### config.mk
export PLATFORM = sky130hd
export DESIGN_NAME = run_level_requantizer_flat
export DESIGN_NICKNAME = d
export VERILOG_FILES = /design/src/rtl/core/rlr_pkg.sv /design/src/rtl/core/rlr_if.sv /design/src/rtl/core/rlr_front.sv /design/src/rtl/core/rlr_queue.sv /design/src/rtl/core/rlr_back.sv /design/src/rtl/core/run_level_requantizer.sv /design/src/flat_wrapper.sv
export SDC_FILE = /design/constraint.sdc
export NUM_CORES = 1
export LEC_CHECK = 0
export ABC_CLOCK_PERIOD_IN_PS = 6400
export BUFFER_PORTS_ARGS = -buffer_cell sky130_fd_sc_hd__clkbuf_2
export CELL_PAD_IN_SITES_DETAIL_PLACEMENT = 1
export CELL_PAD_IN_SITES_GLOBAL_PLACEMENT = 2
export CORE_MARGIN = 2
export CORE_UTILIZATION = 30
export CTS_BUF_LIST = sky130_fd_sc_hd__clkbuf_4 sky130_fd_sc_hd__clkbuf_8 sky130_fd_sc_hd__clkbuf_16
export CTS_CLUSTER_DIAMETER = 50
export DETAILED_ROUTE_END_ITERATION = 6
export GPL_TIMING_DRIVEN = 1
export PLACE_DENSITY = 0.66
export SETUP_SLACK_MARGIN = 0.05
export SLEW_MARGIN = 20
export SYNTH_ARGS = -nofsm -noshare
export SYNTH_HDL_FRONTEND = slang
export SYNTH_SLANG_ARGS = --single-unit
export TNS_END_PERCENT = 20
### constraint.sdc
create_clock -name clk -period 6.4 [get_ports clk]
set_input_delay 0.32 -clock clk [delete_from_list [all_inputs] [get_ports clk]]
set_output_delay 0.32 -clock clk [all_outputs]
set_load 0.05 [all_outputs]
### src/rtl/core/rlr_pkg.sv
// Shared constants, types and codes of the run-level requantizer
`default_nettype none

package rlr_pkg;

  localparam int BLOCK_COEFFS = 64;

  localparam int RUN_W    = 7;
  localparam int LEVEL_W  = 12;
  localparam int MAG_W    = 11;
  localparam int SCALE_W  = 7;
  localparam int PROD_W   = LEVEL_W + SCALE_W;
  localparam int ERR_W    = 29;
  localparam int DIFF_W   = SCALE_W + 1;
  localparam int TERM_W   = 2 * DIFF_W;

  localparam int LEVEL_MAX = 2047;
  localparam logic [ERR_W-1:0]   ERR_MAX     = {ERR_W{1'b1}};
  localparam logic [SCALE_W-1:0] SCALE_RESET = SCALE_W'(2);

  // restoring divide: one quotient bit per cycle
  localparam int DIV_STEPS = MAG_W;
  localparam int DIV_CNT_W = $clog2(DIV_STEPS);

  localparam int QUEUE_DEPTH = 2;
  localparam int QUEUE_AW    = $clog2(QUEUE_DEPTH);
  localparam int QUEUE_CW    = $clog2(QUEUE_DEPTH + 1);

  // configuration register indexes
  localparam int CFG_IDX_W = 1;
  localparam logic [CFG_IDX_W-1:0] REG_OLD_SCALE = CFG_IDX_W'(0);
  localparam logic [CFG_IDX_W-1:0] REG_NEW_SCALE = CFG_IDX_W'(1);

  // classified coefficient handed from front to back
  typedef struct packed {
    logic [RUN_W-1:0] run;
    logic [MAG_W-1:0] satm;   // saturated |level| * old_scale
    logic             neg;
    logic             extra;  // negative side saturates one step further
    logic             last;
  } rlr_entry_t;

  typedef enum logic [1:0] {
    BK_IDLE,
    BK_DIV,
    BK_SQR,
    BK_DONE
  } rlr_bk_state_t;

endpackage

`default_nettype wire

### src/rtl/core/rlr_if.sv
// Valid/ready channel interfaces for coefficient input and result output
`default_nettype none

interface rlr_in_if;
  import rlr_pkg::*;

  logic                      valid;
  logic                      ready;
  logic [RUN_W-1:0]          run_distance;
  logic signed [LEVEL_W-1:0] coeff_level;
  logic                      block_end;

  modport source (output valid, output run_distance, output coeff_level,
                  output block_end, input ready);
  modport sink   (input valid, input run_distance, input coeff_level,
                  input block_end, output ready);
endinterface

interface rlr_out_if;
  import rlr_pkg::*;

  logic                      valid;
  logic                      ready;
  logic [RUN_W-1:0]          out_run;
  logic signed [LEVEL_W-1:0] out_level;
  logic                      present;
  logic                      is_last;
  logic [ERR_W-1:0]          block_error;

  modport source (output valid, output out_run, output out_level, output present,
                  output is_last, output block_error, input ready);
  modport sink   (input valid, input out_run, input out_level, input present,
                  input is_last, input block_error, output ready);
endinterface

`default_nettype wire

### src/rtl/core/rlr_front.sv
// Front end: accepts coefficient beats, scales and saturates the magnitude
`default_nettype none

module rlr_front (
  input  logic                         clk,
  input  logic                         rst_n,
  input  logic [rlr_pkg::SCALE_W-1:0]  old_scale,
  rlr_in_if.sink                       in_chan,
  output rlr_pkg::rlr_entry_t          ent,
  output logic                         ent_valid,
  input  logic                         ent_ready
);
  import rlr_pkg::*;

  logic                fr_valid_r, fr_valid_nxt;
  rlr_entry_t          ent_r;
  logic                accept;
  logic                neg;
  logic [LEVEL_W-1:0]  lvl_u;
  logic [LEVEL_W-1:0]  mag;
  logic [PROD_W-1:0]   prod;
  logic                over;

  assign in_chan.ready = !fr_valid_r || ent_ready;
  assign accept        = in_chan.valid && in_chan.ready;

  // -2048 comes out as 2048, which fits unsigned
  assign lvl_u = $unsigned(in_chan.coeff_level);
  assign neg   = lvl_u[LEVEL_W-1];
  assign mag   = neg ? (~lvl_u + LEVEL_W'(1)) : lvl_u;
  assign prod  = PROD_W'(mag) * PROD_W'(old_scale);
  assign over  = prod > PROD_W'(LEVEL_MAX);

  always_comb begin
    fr_valid_nxt = fr_valid_r;
    if (accept) begin
      fr_valid_nxt = 1'b1;
    end else if (ent_ready) begin
      fr_valid_nxt = 1'b0;
    end
  end

  always_ff @(posedge clk) begin
    if (!rst_n) begin
      fr_valid_r <= 1'b0;
    end else begin
      fr_valid_r <= fr_valid_nxt;
    end
  end

  always_ff @(posedge clk) begin
    if (accept) begin
      ent_r.run   <= in_chan.run_distance;
      ent_r.satm  <= over ? MAG_W'(LEVEL_MAX) : prod[MAG_W-1:0];
      ent_r.neg   <= neg;
      ent_r.extra <= neg && over;
      ent_r.last  <= in_chan.block_end;
    end
  end

  assign ent       = ent_r;
  assign ent_valid = fr_valid_r;

endmodule

`default_nettype wire

### src/rtl/core/rlr_queue.sv
// Short FIFO between front and back ends
`default_nettype none

module rlr_queue (
  input  logic                 clk,
  input  logic                 rst_n,
  input  rlr_pkg::rlr_entry_t  push_data,
  input  logic                 push_valid,
  output logic                 push_ready,
  output rlr_pkg::rlr_entry_t  pop_data,
  output logic                 pop_valid,
  input  logic                 pop_ready
);
  import rlr_pkg::*;

  rlr_entry_t          slot_r [QUEUE_DEPTH];
  logic [QUEUE_AW-1:0] wr_ptr_r, wr_ptr_nxt;
  logic [QUEUE_AW-1:0] rd_ptr_r, rd_ptr_nxt;
  logic [QUEUE_CW-1:0] count_r, count_nxt;
  logic                do_push, do_pop;

  assign push_ready = count_r != QUEUE_CW'(QUEUE_DEPTH);
  assign pop_valid  = count_r != '0;
  assign do_push    = push_valid && push_ready;
  assign do_pop     = pop_valid && pop_ready;
  assign pop_data   = slot_r[rd_ptr_r];

  always_comb begin
    wr_ptr_nxt = wr_ptr_r;
    rd_ptr_nxt = rd_ptr_r;
    count_nxt  = count_r;
    if (do_push) begin
      wr_ptr_nxt = (wr_ptr_r == QUEUE_AW'(QUEUE_DEPTH - 1)) ? '0 : wr_ptr_r + QUEUE_AW'(1);
    end
    if (do_pop) begin
      rd_ptr_nxt = (rd_ptr_r == QUEUE_AW'(QUEUE_DEPTH - 1)) ? '0 : rd_ptr_r + QUEUE_AW'(1);
    end
    if (do_push && !do_pop) begin
      count_nxt = count_r + QUEUE_CW'(1);
    end else if (do_pop && !do_push) begin
      count_nxt = count_r - QUEUE_CW'(1);
    end
  end

  always_ff @(posedge clk) begin
    if (!rst_n) begin
      wr_ptr_r <= '0;
      rd_ptr_r <= '0;
      count_r  <= '0;
    end else begin
      wr_ptr_r <= wr_ptr_nxt;
      rd_ptr_r <= rd_ptr_nxt;
      count_r  <= count_nxt;
    end
  end

  always_ff @(posedge clk) begin
    if (do_push) begin
      slot_r[wr_ptr_r] <= push_data;
    end
  end

endmodule

`default_nettype wire

### src/rtl/core/rlr_back.sv
// Back end: iterative divide, error accumulation, run carry and result register
`default_nettype none

module rlr_back (
  input  logic                         clk,
  input  logic                         rst_n,
  input  logic [rlr_pkg::SCALE_W-1:0]  new_scale,
  input  rlr_pkg::rlr_entry_t          ent,
  input  logic                         ent_valid,
  output logic                         ent_pop,
  rlr_out_if.source                    out_chan
);
  import rlr_pkg::*;

  rlr_bk_state_t        state_r, state_nxt;

  rlr_entry_t           cur_r;
  logic [SCALE_W-1:0]   rem_r;
  logic [MAG_W-1:0]     dvd_r;    // dividend in, quotient out
  logic [DIV_CNT_W-1:0] cnt_r;
  logic [TERM_W-1:0]    term_r;
  logic [RUN_W-1:0]     pend_r;
  logic [ERR_W-1:0]     err_r;

  logic                 out_valid_r;
  logic [RUN_W-1:0]     out_run_r;
  logic [LEVEL_W-1:0]   out_level_r;
  logic                 present_r;
  logic                 is_last_r;
  logic [ERR_W-1:0]     block_error_r;

  logic [SCALE_W-1:0]   divisor;
  logic [SCALE_W:0]     trial;
  logic                 ge;
  logic [DIFF_W-1:0]    diff;
  logic [ERR_W:0]       err_sum;
  logic [ERR_W-1:0]     err_nxt;
  logic [RUN_W:0]       dist_sum;
  logic [RUN_W-1:0]     run_dist;
  logic                 kept;
  logic                 need_out;
  logic                 out_free;
  logic [LEVEL_W-1:0]   qlev;

  logic                 do_load, do_step, do_sqr, do_commit;

  assign divisor = (new_scale == '0) ? SCALE_W'(1) : new_scale;
  assign trial   = {rem_r, dvd_r[MAG_W-1]};
  assign ge      = trial >= {1'b0, divisor};

  // |error| is the remainder, plus one where the negative side saturated at -2048
  assign diff    = DIFF_W'(rem_r) + DIFF_W'(cur_r.extra);

  assign err_sum = (ERR_W+1)'(err_r) + (ERR_W+1)'(term_r);
  assign err_nxt = err_sum[ERR_W] ? ERR_MAX : err_sum[ERR_W-1:0];

  assign dist_sum = (RUN_W+1)'(pend_r) + (RUN_W+1)'(cur_r.run);
  assign run_dist = (dist_sum > (RUN_W+1)'(BLOCK_COEFFS)) ? RUN_W'(BLOCK_COEFFS)
                                                          : dist_sum[RUN_W-1:0];

  assign kept     = dvd_r != '0;
  assign need_out = kept || cur_r.last;
  assign out_free = !out_valid_r || out_chan.ready;
  assign qlev     = LEVEL_W'(dvd_r);

  always_comb begin
    state_nxt = state_r;
    case (state_r)
      BK_IDLE: if (ent_valid) state_nxt = BK_DIV;
      BK_DIV:  if (cnt_r == DIV_CNT_W'(DIV_STEPS - 1)) state_nxt = BK_SQR;
      BK_SQR:  state_nxt = BK_DONE;
      BK_DONE: if (!need_out || out_free) state_nxt = BK_IDLE;
      default: state_nxt = BK_IDLE;
    endcase
  end

  always_comb begin
    do_load   = 1'b0;
    do_step   = 1'b0;
    do_sqr    = 1'b0;
    do_commit = 1'b0;
    case (state_r)
      BK_IDLE: do_load   = ent_valid;
      BK_DIV:  do_step   = 1'b1;
      BK_SQR:  do_sqr    = 1'b1;
      BK_DONE: do_commit = !need_out || out_free;
      default: ;
    endcase
  end

  assign ent_pop = do_load;

  always_ff @(posedge clk) begin
    if (!rst_n) begin
      state_r     <= BK_IDLE;
      pend_r      <= '0;
      err_r       <= '0;
      out_valid_r <= 1'b0;
    end else begin
      state_r <= state_nxt;
      if (do_commit) begin
        pend_r <= (kept || cur_r.last) ? '0 : run_dist;
        err_r  <= cur_r.last ? '0 : err_nxt;
      end
      if (do_commit && need_out) begin
        out_valid_r <= 1'b1;
      end else if (out_chan.ready) begin
        out_valid_r <= 1'b0;
      end
    end
  end

  always_ff @(posedge clk) begin
    if (do_load) begin
      cur_r <= ent;
      dvd_r <= ent.satm;
      rem_r <= '0;
      cnt_r <= '0;
    end
    if (do_step) begin
      rem_r <= ge ? SCALE_W'(trial - {1'b0, divisor}) : trial[SCALE_W-1:0];
      dvd_r <= {dvd_r[MAG_W-2:0], ge};
      cnt_r <= cnt_r + DIV_CNT_W'(1);
    end
    if (do_sqr) begin
      term_r <= TERM_W'(diff) * TERM_W'(diff);
    end
    if (do_commit && need_out) begin
      out_run_r     <= kept ? run_dist : '0;
      out_level_r   <= !kept ? '0 : (cur_r.neg ? (~qlev + LEVEL_W'(1)) : qlev);
      present_r     <= kept;
      is_last_r     <= cur_r.last;
      block_error_r <= cur_r.last ? err_nxt : '0;
    end
  end

  assign out_chan.valid       = out_valid_r;
  assign out_chan.out_run     = out_run_r;
  assign out_chan.out_level   = $signed(out_level_r);
  assign out_chan.present     = present_r;
  assign out_chan.is_last     = is_last_r;
  assign out_chan.block_error = block_error_r;

endmodule

`default_nettype wire

### src/rtl/core/run_level_requantizer.sv
// Top level of the run-level requantizer: config registers, front, queue, back
// An input beat passes the front register, the queue and the back end's load,
// divide, square and accumulate steps. The back end works on one coefficient at
// a time, with an 11-step restoring divider, and pops no new entry until done.
// The front takes new beats into a two-entry queue while the back is busy.
// Reset (rst_n low, synchronous): scales go to 2, run carry and error sum to 0,
// queue and result register empty; no clearing pass.
`default_nettype none

module run_level_requantizer (
  input  logic                          clk,
  input  logic                          rst_n,
  rlr_in_if.sink                        in_chan,
  rlr_out_if.source                     out_chan,
  input  logic                          cfg_we,
  input  logic [rlr_pkg::CFG_IDX_W-1:0] cfg_idx,
  input  logic [rlr_pkg::SCALE_W-1:0]   cfg_data
);
  import rlr_pkg::*;

  logic [SCALE_W-1:0] old_scale_r;
  logic [SCALE_W-1:0] new_scale_r;

  rlr_entry_t fr_ent;
  logic       fr_valid;
  logic       fr_ready;
  rlr_entry_t q_ent;
  logic       q_valid;
  logic       q_pop;

  always_ff @(posedge clk) begin
    if (!rst_n) begin
      old_scale_r <= SCALE_RESET;
      new_scale_r <= SCALE_RESET;
    end else if (cfg_we) begin
      case (cfg_idx)
        REG_OLD_SCALE: old_scale_r <= cfg_data;
        REG_NEW_SCALE: new_scale_r <= cfg_data;
        default: ;
      endcase
    end
  end

  rlr_front u_front (
    .clk       (clk),
    .rst_n     (rst_n),
    .old_scale (old_scale_r),
    .in_chan   (in_chan),
    .ent       (fr_ent),
    .ent_valid (fr_valid),
    .ent_ready (fr_ready)
  );

  rlr_queue u_queue (
    .clk        (clk),
    .rst_n      (rst_n),
    .push_data  (fr_ent),
    .push_valid (fr_valid),
    .push_ready (fr_ready),
    .pop_data   (q_ent),
    .pop_valid  (q_valid),
    .pop_ready  (q_pop)
  );

  rlr_back u_back (
    .clk       (clk),
    .rst_n     (rst_n),
    .new_scale (new_scale_r),
    .ent       (q_ent),
    .ent_valid (q_valid),
    .ent_pop   (q_pop),
    .out_chan  (out_chan)
  );

endmodule

`default_nettype wire

### src/flat_wrapper.sv
// flat-port wrapper written by rule: the top's interface ports become plain ports
module run_level_requantizer_flat import rlr_pkg::*;
  (clk, rst_n, cfg_we, cfg_idx, cfg_data, in_chan_valid, in_chan_run_distance, in_chan_coeff_level, in_chan_block_end, in_chan_ready, out_chan_valid, out_chan_out_run, out_chan_out_level, out_chan_present, out_chan_is_last, out_chan_block_error, out_chan_ready);
  rlr_in_if in_chan_i ();
  rlr_out_if out_chan_i ();
  input  logic clk;
  input  logic rst_n;
  input  logic cfg_we;
  input  logic [rlr_pkg::CFG_IDX_W-1:0] cfg_idx;
  input  logic [rlr_pkg::SCALE_W-1:0] cfg_data;
  input wire logic [$bits(in_chan_i.valid)-1:0] in_chan_valid;
  input wire logic [$bits(in_chan_i.run_distance)-1:0] in_chan_run_distance;
  input wire logic [$bits(in_chan_i.coeff_level)-1:0] in_chan_coeff_level;
  input wire logic [$bits(in_chan_i.block_end)-1:0] in_chan_block_end;
  output wire logic [$bits(in_chan_i.ready)-1:0] in_chan_ready;
  output wire logic [$bits(out_chan_i.valid)-1:0] out_chan_valid;
  output wire logic [$bits(out_chan_i.out_run)-1:0] out_chan_out_run;
  output wire logic [$bits(out_chan_i.out_level)-1:0] out_chan_out_level;
  output wire logic [$bits(out_chan_i.present)-1:0] out_chan_present;
  output wire logic [$bits(out_chan_i.is_last)-1:0] out_chan_is_last;
  output wire logic [$bits(out_chan_i.block_error)-1:0] out_chan_block_error;
  input wire logic [$bits(out_chan_i.ready)-1:0] out_chan_ready;
  assign in_chan_i.valid = in_chan_valid;
  assign in_chan_i.run_distance = in_chan_run_distance;
  assign in_chan_i.coeff_level = in_chan_coeff_level;
  assign in_chan_i.block_end = in_chan_block_end;
  assign in_chan_ready = in_chan_i.ready;
  assign out_chan_valid = out_chan_i.valid;
  assign out_chan_out_run = out_chan_i.out_run;
  assign out_chan_out_level = out_chan_i.out_level;
  assign out_chan_present = out_chan_i.present;
  assign out_chan_is_last = out_chan_i.is_last;
  assign out_chan_block_error = out_chan_i.block_error;
  assign out_chan_i.ready = out_chan_ready;
  run_level_requantizer u_core (.clk(clk), .rst_n(rst_n), .in_chan(in_chan_i), .out_chan(out_chan_i), .cfg_we(cfg_we), .cfg_idx(cfg_idx), .cfg_data(cfg_data));
endmodule
==> run summary, run 1 <==
Vias in the first global route: 11100
Ys Warns: 0
Async set or reset register ratio after synthesis: 0%
Distinct cells, synth: 69
Area of the core: 47600 µm²
Die width: 223 µm
Via count: 10200
Slew @ Worst Pin: 0.991 ns
Clock buffer count from CTS: 26
FF-to-FF setup slack: 0.92 ns
Root buffer cell: clkbuf_16
Maximum clock path buffer count: 3
Max-Cap Viols: 0
Max frequency: 174 MHz
Hold EP: u_core.old_scale_r[1]
Post-synth EDFFs: 160
Most used flip-flop cell after synthesis: edfxtp_1
Layout cells sized above 1: 12.9%
IO Port Bufs: 84
Crit Path Max Fanout: 12
Nets: 1692
Starting Density: 30.3%
Post-synthesis cell area: 14400 µm²
# clock sinks: 219
Yosys reg bits: 219
Critical Path Sink Type: flip-flop
Most frequent cells in the layout: 160 x edfxtp_1, 111 x inv_1, 107 x ha_1, 102 x nand2_1, 86 x nor2_1
Multi-input gate area: 7890 µm²
DR pass1 iterations: 4
PwrDens: 464 nW/µm²
Drc violations: 0
GPL Wtd Cong: 0.791
Row count: 80
Fin. max-slew vios: 0
# placed instances: 2052
Synthesized instance count: 1372
Worst Path Required: 6.70 ns
Design Area, Final: 16600 µm²
Wirelength per Cell: 16.1 µm
Leak Pwr: 0.00673 µW
Fillers: 5338
Arrival time of the worst setup path: 6.05 ns
Sequential area share after synthesis: 41.5%
Total wire length: 34000 µm
# setup viols final: 0
Die Footprint: 49900 µm²
Cells on worst reg2reg path: 21
FF+latch area: 5990 µm²
Final Hold Fails: 0
CP Launch Type: input pin
Vias/cell: 4.84
TritonCTS clock tree: built
H-tree Lvls: 1
Area Growth Syn to Fin: 14.9%
Total grt overflow: 0
Syn avg cell area: 10.5 µm²
First-pass GRT wire length: 57100 µm
Fin cells: 2111
Worst hold margin: 0.0328 ns
Clk Latency, worst-skew pair: 0.55 ns
Status: complete, no violations
Hold Path Class: in2reg
Minimum clock period: 5.76 ns
Antenna-violating nets left: 0
DPL Wire Length: 26800 µm
Hold path startpoint: cfg_data[1]
Final period util: 90.0%
Reg2reg start: u_core.u_back.rem_r[0]
Initial antenna violation count: 1
Total GRT Usage: 14.0%
Rel. slew slack: 33.8%
Crit Path Category: in2reg
Placed Instance Area: 15600 µm²
Most common cell after layout, fill and taps aside: edfxtp_1
Crit Reg-Reg Endpoint: u_core.u_back.term_r[15]
Drt initial violations: 360
Chip height: 223 µm
Peak VDD IR: 0.256 mV
Final setup skew: 0.0344 ns
I/O pin count: 85
Unrepaired setup endpoints after global routing: no
Antenna Cells: 0
Clock transition at path regs: 0.06 ns
WHS Path Cells: 3
Largest net degree at the start of global routing: 34
==> layer usage <==
metal	share of wire (%)	track usage, %	wire (µm)	vias up
met5	0.038	0	13	-
met2	51	26.2	17300	108
met3	2.5	1.62	844	44
met1	45	17.1	15100	5037
li1	-	-	-	5033
met4	1.9	3.42	633	2
==> repair_timing <==
action | in CTS | in global routing
setup buffers | 0 | 2
hold buffers | 9 | 0
endpoints found under the hold margin | 9 | 0
setup endpoints to repair | 0 | 12
resized for setup | 0 | 1
==> layout make-up <==
| cell class | instances | area share [%] |
|---|---|---|
| Inverter | 114 | 2.58 |
| Clock buffer | 29 | 4.06 |
| Timing Repair Buffer | 114 | 4.03 |
| Multi-Input combinational cell | 1001 | 47.6 |
| Tap cell | 615 | 4.64 |
| Clock inverter | 19 | 1.04 |
| Sequential cell | 219 | 36.1 |
==> worst max-delay path: stages <==
cell and delay, ns:
clkbuf_2 0.20, inv_1 0.10, ha_1 0.17, nand2b_1 0.09, nand2b_1 0.16, o21ai_0 0.21, xor2_1 0.41, nor2b_1 0.13
fa_1 0.58, fa_1 0.44, fa_1 0.54, inv_1 0.05, fa_1 0.53, inv_1 0.04, ha_1 0.34, a21oi_1 0.24
o21ai_0 0.15, a221oi_2 0.41, nand3_1 0.15, and3_1 0.21, a2111oi_2 0.21, buf_4 0.23, nand3b_1 0.10
==> synthesized netlist by cell type, drive strengths merged, types with 23 or more instances <==
cell	instances	share of area, %
edfxtp	160	33
inv	112	2.9
ha	107	9.3
nand2	102	2.7
nor2	89	2.4
o21ai	82	2.9
fa	76	11
a21oi	74	2.6
nor2b	64	2.8
dfxtp	59	8.2
xnor2	47	2.9
nand3	38	1.3
clkbuf	33	0.86
xor2	30	1.8
and2	24	1.0
mux2i	24	1.7
nand2b	23	1.0
==> worst max path at each step <==
| stage | from | end | slack [ns] | cells after the start |
|---|---|---|---|---|
| final | in_chan_coeff_level[0] | u_core.u_front.ent[11] | 0.64 | 23 |
| after global routing | in_chan_coeff_level[0] | u_core.u_front.ent[11] | 0.17 | 24 |
| after CTS | in_chan_coeff_level[0] | u_core.u_front.ent[10] | 0.37 | 22 |
| after detailed placement | in_chan_coeff_level[0] | u_core.u_front.ent[10] | -0.22 | 22 |
| after global placement | in_chan_coeff_level[0] | u_core.u_front.ent[6] | -0.06 | 22 |
| after floorplan | in_chan_coeff_level[0] | u_core.u_front.ent[9] | 0.42 | 20 |
==> sequential cells by signal, indices dropped and copies added (netlist names), 4 cells and up, named ones only <==
name,count
u_core.new_scale_r,7
u_core.old_scale_r,7
u_core.u_back.cnt_r,4
u_core.u_back.cur_r,10
u_core.u_back.dvd_r,11
u_core.u_back.err_r,29
u_core.u_back.out_chan.block_error,29
u_core.u_back.out_chan.out_level,12
u_core.u_back.out_chan.out_run,7
u_core.u_back.pend_r,7
u_core.u_back.rem_r,7
u_core.u_back.term_r,15
u_core.u_front.ent,21
u_core.u_queue.slot_r,42
==> metrics by stage <==
stage | power, µW | util [%] | TNS [ns] | setup slack (ns)
floorplan | 5380 | - | 0 | 0.415
global placement | 6300 | 32.8 | -0.652 | -0.0621
detailed placement | 6380 | 32.8 | -2.39 | -0.217
CTS | 7870 | 34.8 | 0 | 0.372
global route | 8480 | 34.8 | 0 | 0.171
finish | 7700 | 34.8 | 0 | 0.643
==> report_power, final <==
| part | switching (µW) | internal [µW] |
|---|---|---|
| clock network | 615 | 816 |
| registers | 231 | 2080 |
| logic | 2330 | 1630 |
==> cells by family (layout without fill, tap and decap cells) <==
group	after synthesis	in the layout	synth area share [%]
adders and majority gates	183	183	19.8
buffers and inverters	156	276	4.17
muxes	37	37	2.68
DFF	219	219	41.5
and+or+nand+nor	416	416	14.5
other	1	5	0.0260
xor gates and xnor gates	77	77	4.67
AOI/OAI and AO/OA	283	283	12.6
No activity file was read; power rests on OpenSTA's default activity.
==> run 2, diff against run 1 <==
Settings changed: ABC_CLOCK_PERIOD_IN_PS 6400 to 5900, PLACE_DENSITY 0.66 to 0.64.
Clock period 6.4 ns to 5.9 ns, I/O delays scaled along.
==> run 2 against run 1 <==
Effect of this change:
- flip-flop and latch count did not move
- clock skew fell by 0.013 ns
- global-route usage rose by 0.58 points
- combinational power rose by 9.8%
- sequential power rose by 8%
- clock power rose by 17%
- hold slack got worse by 0.011 ns
- critical endpoint is now u_core.u_front.ent[8]
- largest power group unchanged
==> run summary, run 2 (synthesis gave the netlist of run 1 again) <==
Largest net degree at the start of global routing: 34 (unchanged)
Wirelength per Cell: 16.8 µm (+4.2%)
Rel. slew slack: 27.8% (-5.9 points)
Max-Cap Viols: 0 (unchanged)
Fin. max-slew vios: 0 (unchanged)
Total wire length: 35800 µm (+5.4%)
Largest reg by FF count: u_core.u_queue.slot_r
Hold Path Class: in2reg
Peak VDD IR: 0.270 mV (+5.5%)
FF-to-FF setup slack: 0.50 ns (-0.42 ns)
Area of the core: 47600 µm² (unchanged)
GPL Wtd Cong: 0.774 (-2.1%)
Vias in the first global route: 11200 (+1.1%)
Max reg flops: 42 (unchanged)
Slew @ Worst Pin: 1.08 ns (+0.0913 ns)
Crit Path Max Fanout: 12 (unchanged)
Final Hold Fails: 0 (unchanged)
Unrepaired setup endpoints after global routing: yes
Most common cell after layout, fill and taps aside: edfxtp_1
Antenna-violating nets left: 0 (unchanged)
Die Footprint: 49900 µm² (unchanged)
Drt initial violations: 393 (+9.2%)
Initial antenna violation count: 0 (-1)
Area Growth Syn to Fin: 16.6%
Final period util: 91.6%
WHS Path Cells: 3 (unchanged)
Vias/cell: 4.85 (+0.18%)
Layout cells sized above 1: 14.3% (+1.4 points)
Starting Density: 30.3% (unchanged)
PwrDens: 507 nW/µm² (+9.3%)
DR pass1 iterations: 4 (unchanged)
I/O pin count: 85 (unchanged)
Max frequency: 185 MHz
Via count: 10400 (+1.3%)
Chip height: 223 µm (unchanged)
TritonCTS clock tree: built
Total grt overflow: 0 (unchanged)
Nets: 1715 (+1.4%)
Pre-CTS setup slack: -0.217 ns (+0.0000370 ns)
Critical Path Sink Type: flip-flop
Crit Path Category: in2reg
CP Launch Type: input pin
Setup slack after layout: 0.495 ns (-0.148 ns)
# setup viols final: 0 (unchanged)
Drc violations: 0 (unchanged)
# clock sinks: 219 (unchanged)
First-pass GRT wire length: 58900 µm (+3.0%)
Reg2reg start: u_core.u_back.rem_r[0]
Worst Path Required: 6.20 ns (-0.50 ns)
Row count: 80 (unchanged)
Hold EP: u_core.new_scale_r[5]
Status: complete, no violations
H-tree Lvls: 1 (unchanged)
Final setup skew: 0.0212 ns (-0.0132 ns)
Arrival time of the worst setup path: 5.70 ns (-0.35 ns)
Worst hold margin: 0.0214 ns (-0.0114 ns)
Leak Pwr: 0.00690 µW (+2.5%)
Cells on worst reg2reg path: 21 (unchanged)
Total design power: 8540 µW (+11%)
Clock transition at path regs: 0.06 ns (about the same)
DPL Wire Length: 27600 µm (+2.8%)
Most frequent cells in the layout: 160 x edfxtp_1, 111 x inv_1, 107 x ha_1, 102 x nand2_1, 87 x nor2_1
Clk Latency, worst-skew pair: 0.56 ns (about the same)
Hold path startpoint: cfg_data[5]
Antenna Cells: 0 (unchanged)
Minimum clock period: 5.41 ns
IO Port Bufs: 84 (unchanged)
Fillers: 5330 (-0.15%)
Die width: 223 µm (unchanged)
Clock buffer count from CTS: 27 (+3.8%)
Total GRT Usage: 14.6% (+0.58 points)
Maximum clock path buffer count: 3 (unchanged)
Root buffer cell: clkbuf_16
Crit Reg-Reg Endpoint: u_core.u_back.term_r[15]
## run 2: cell count changes in the layout (fill, tap and decap cells not counted), moves of 2 or more
cell        previous run  this run
clkbuf_8               0         5
clkinv_4               2         0
clkinvlp_4             6         2
clkbuf_4               3         6
clkbuf_16             26        28
buf_4                 21        42
## run 2: how the worst max path moves through the flow
stage / end / cells after the start / slack (ns) / startpoint
floorplan: u_core.u_front.ent[9] / 20 / 0.05 / in_chan_coeff_level[0]
global placement: u_core.u_front.ent[10] / 23 / -0.02 / in_chan_coeff_level[0]
detailed placement: u_core.u_front.ent[8] / 23 / -0.22 / in_chan_coeff_level[0]
CTS: u_core.u_back.term_r[15] / 21 / 0.34 / u_core.u_back.rem_r[0]
global route: u_core.u_front.ent[10] / 22 / 0.05 / in_chan_coeff_level[0]
finish: u_core.u_front.ent[8] / 26 / 0.49 / in_chan_coeff_level[0]
## run 2: cell type report
cell class	instances	area, µm²	area share [%]
well taps	615	769	4.57
flip-flops and latches	219	5990	35.6
repair buffers	136	836	4.96
inverters	114	428	2.54
multi-input cells	1001	7890	46.8
clock buffers	39	815	4.84
clock inverters	11	115	0.684
## run 2: report_power, final
group | switching [µW] | leakage, µW | internal, µW | total [µW]
combinational | 2560 | 0.00450 | 1800 | 4360
clock | 668 | 0.000463 | 1020 | 1680
sequential | 248 | 0.00194 | 2250 | 2500
## run 2: repair_timing
item,CTS,global route
gates resized for setup,0,2
endpoints found under the setup margin,0,16
setup buffers,0,2
endpoints found under the hold margin,10,0
hold buffers,10,0
## run 2: stage by stage
stage               util, %  setup TNS [ns]  instance area, µm²  instances
floorplan                 -               0               14500       1376
finish                 35.3               0               16800       2135
CTS                    35.3               0               16800       2133
global route           35.3               0               16800       2135
detailed placement     33.1           -2.43               15800       2073
global placement       33.1          -0.185               15800       2073
## run 2: worst max-delay path: stages
cell and delay, ns:
clkbuf_2 0.11, inv_1 0.06, ha_1 0.16, nand2b_1 0.12, nand2b_1 0.18, o21ai_0 0.21
xor2_1 0.12, buf_4 0.17, nand2b_1 0.16, fa_1 0.50, inv_1 0.05, fa_1 0.46
fa_1 0.54, inv_1 0.06, fa_1 0.52, inv_1 0.04, ha_1 0.31, a21oi_1 0.20
o21ai_0 0.14, a221oi_2 0.25, buf_4 0.17, nand3_1 0.10, and3_1 0.22, a2111oi_2 0.20
buf_4 0.24, nand3_1 0.10
## run 2: layer usage
layer  wire, µm  track usage (%)
met4        514             3.05
met2      18800             27.8
met3       1010             1.55
met5          0                0
met1      15500             17.6
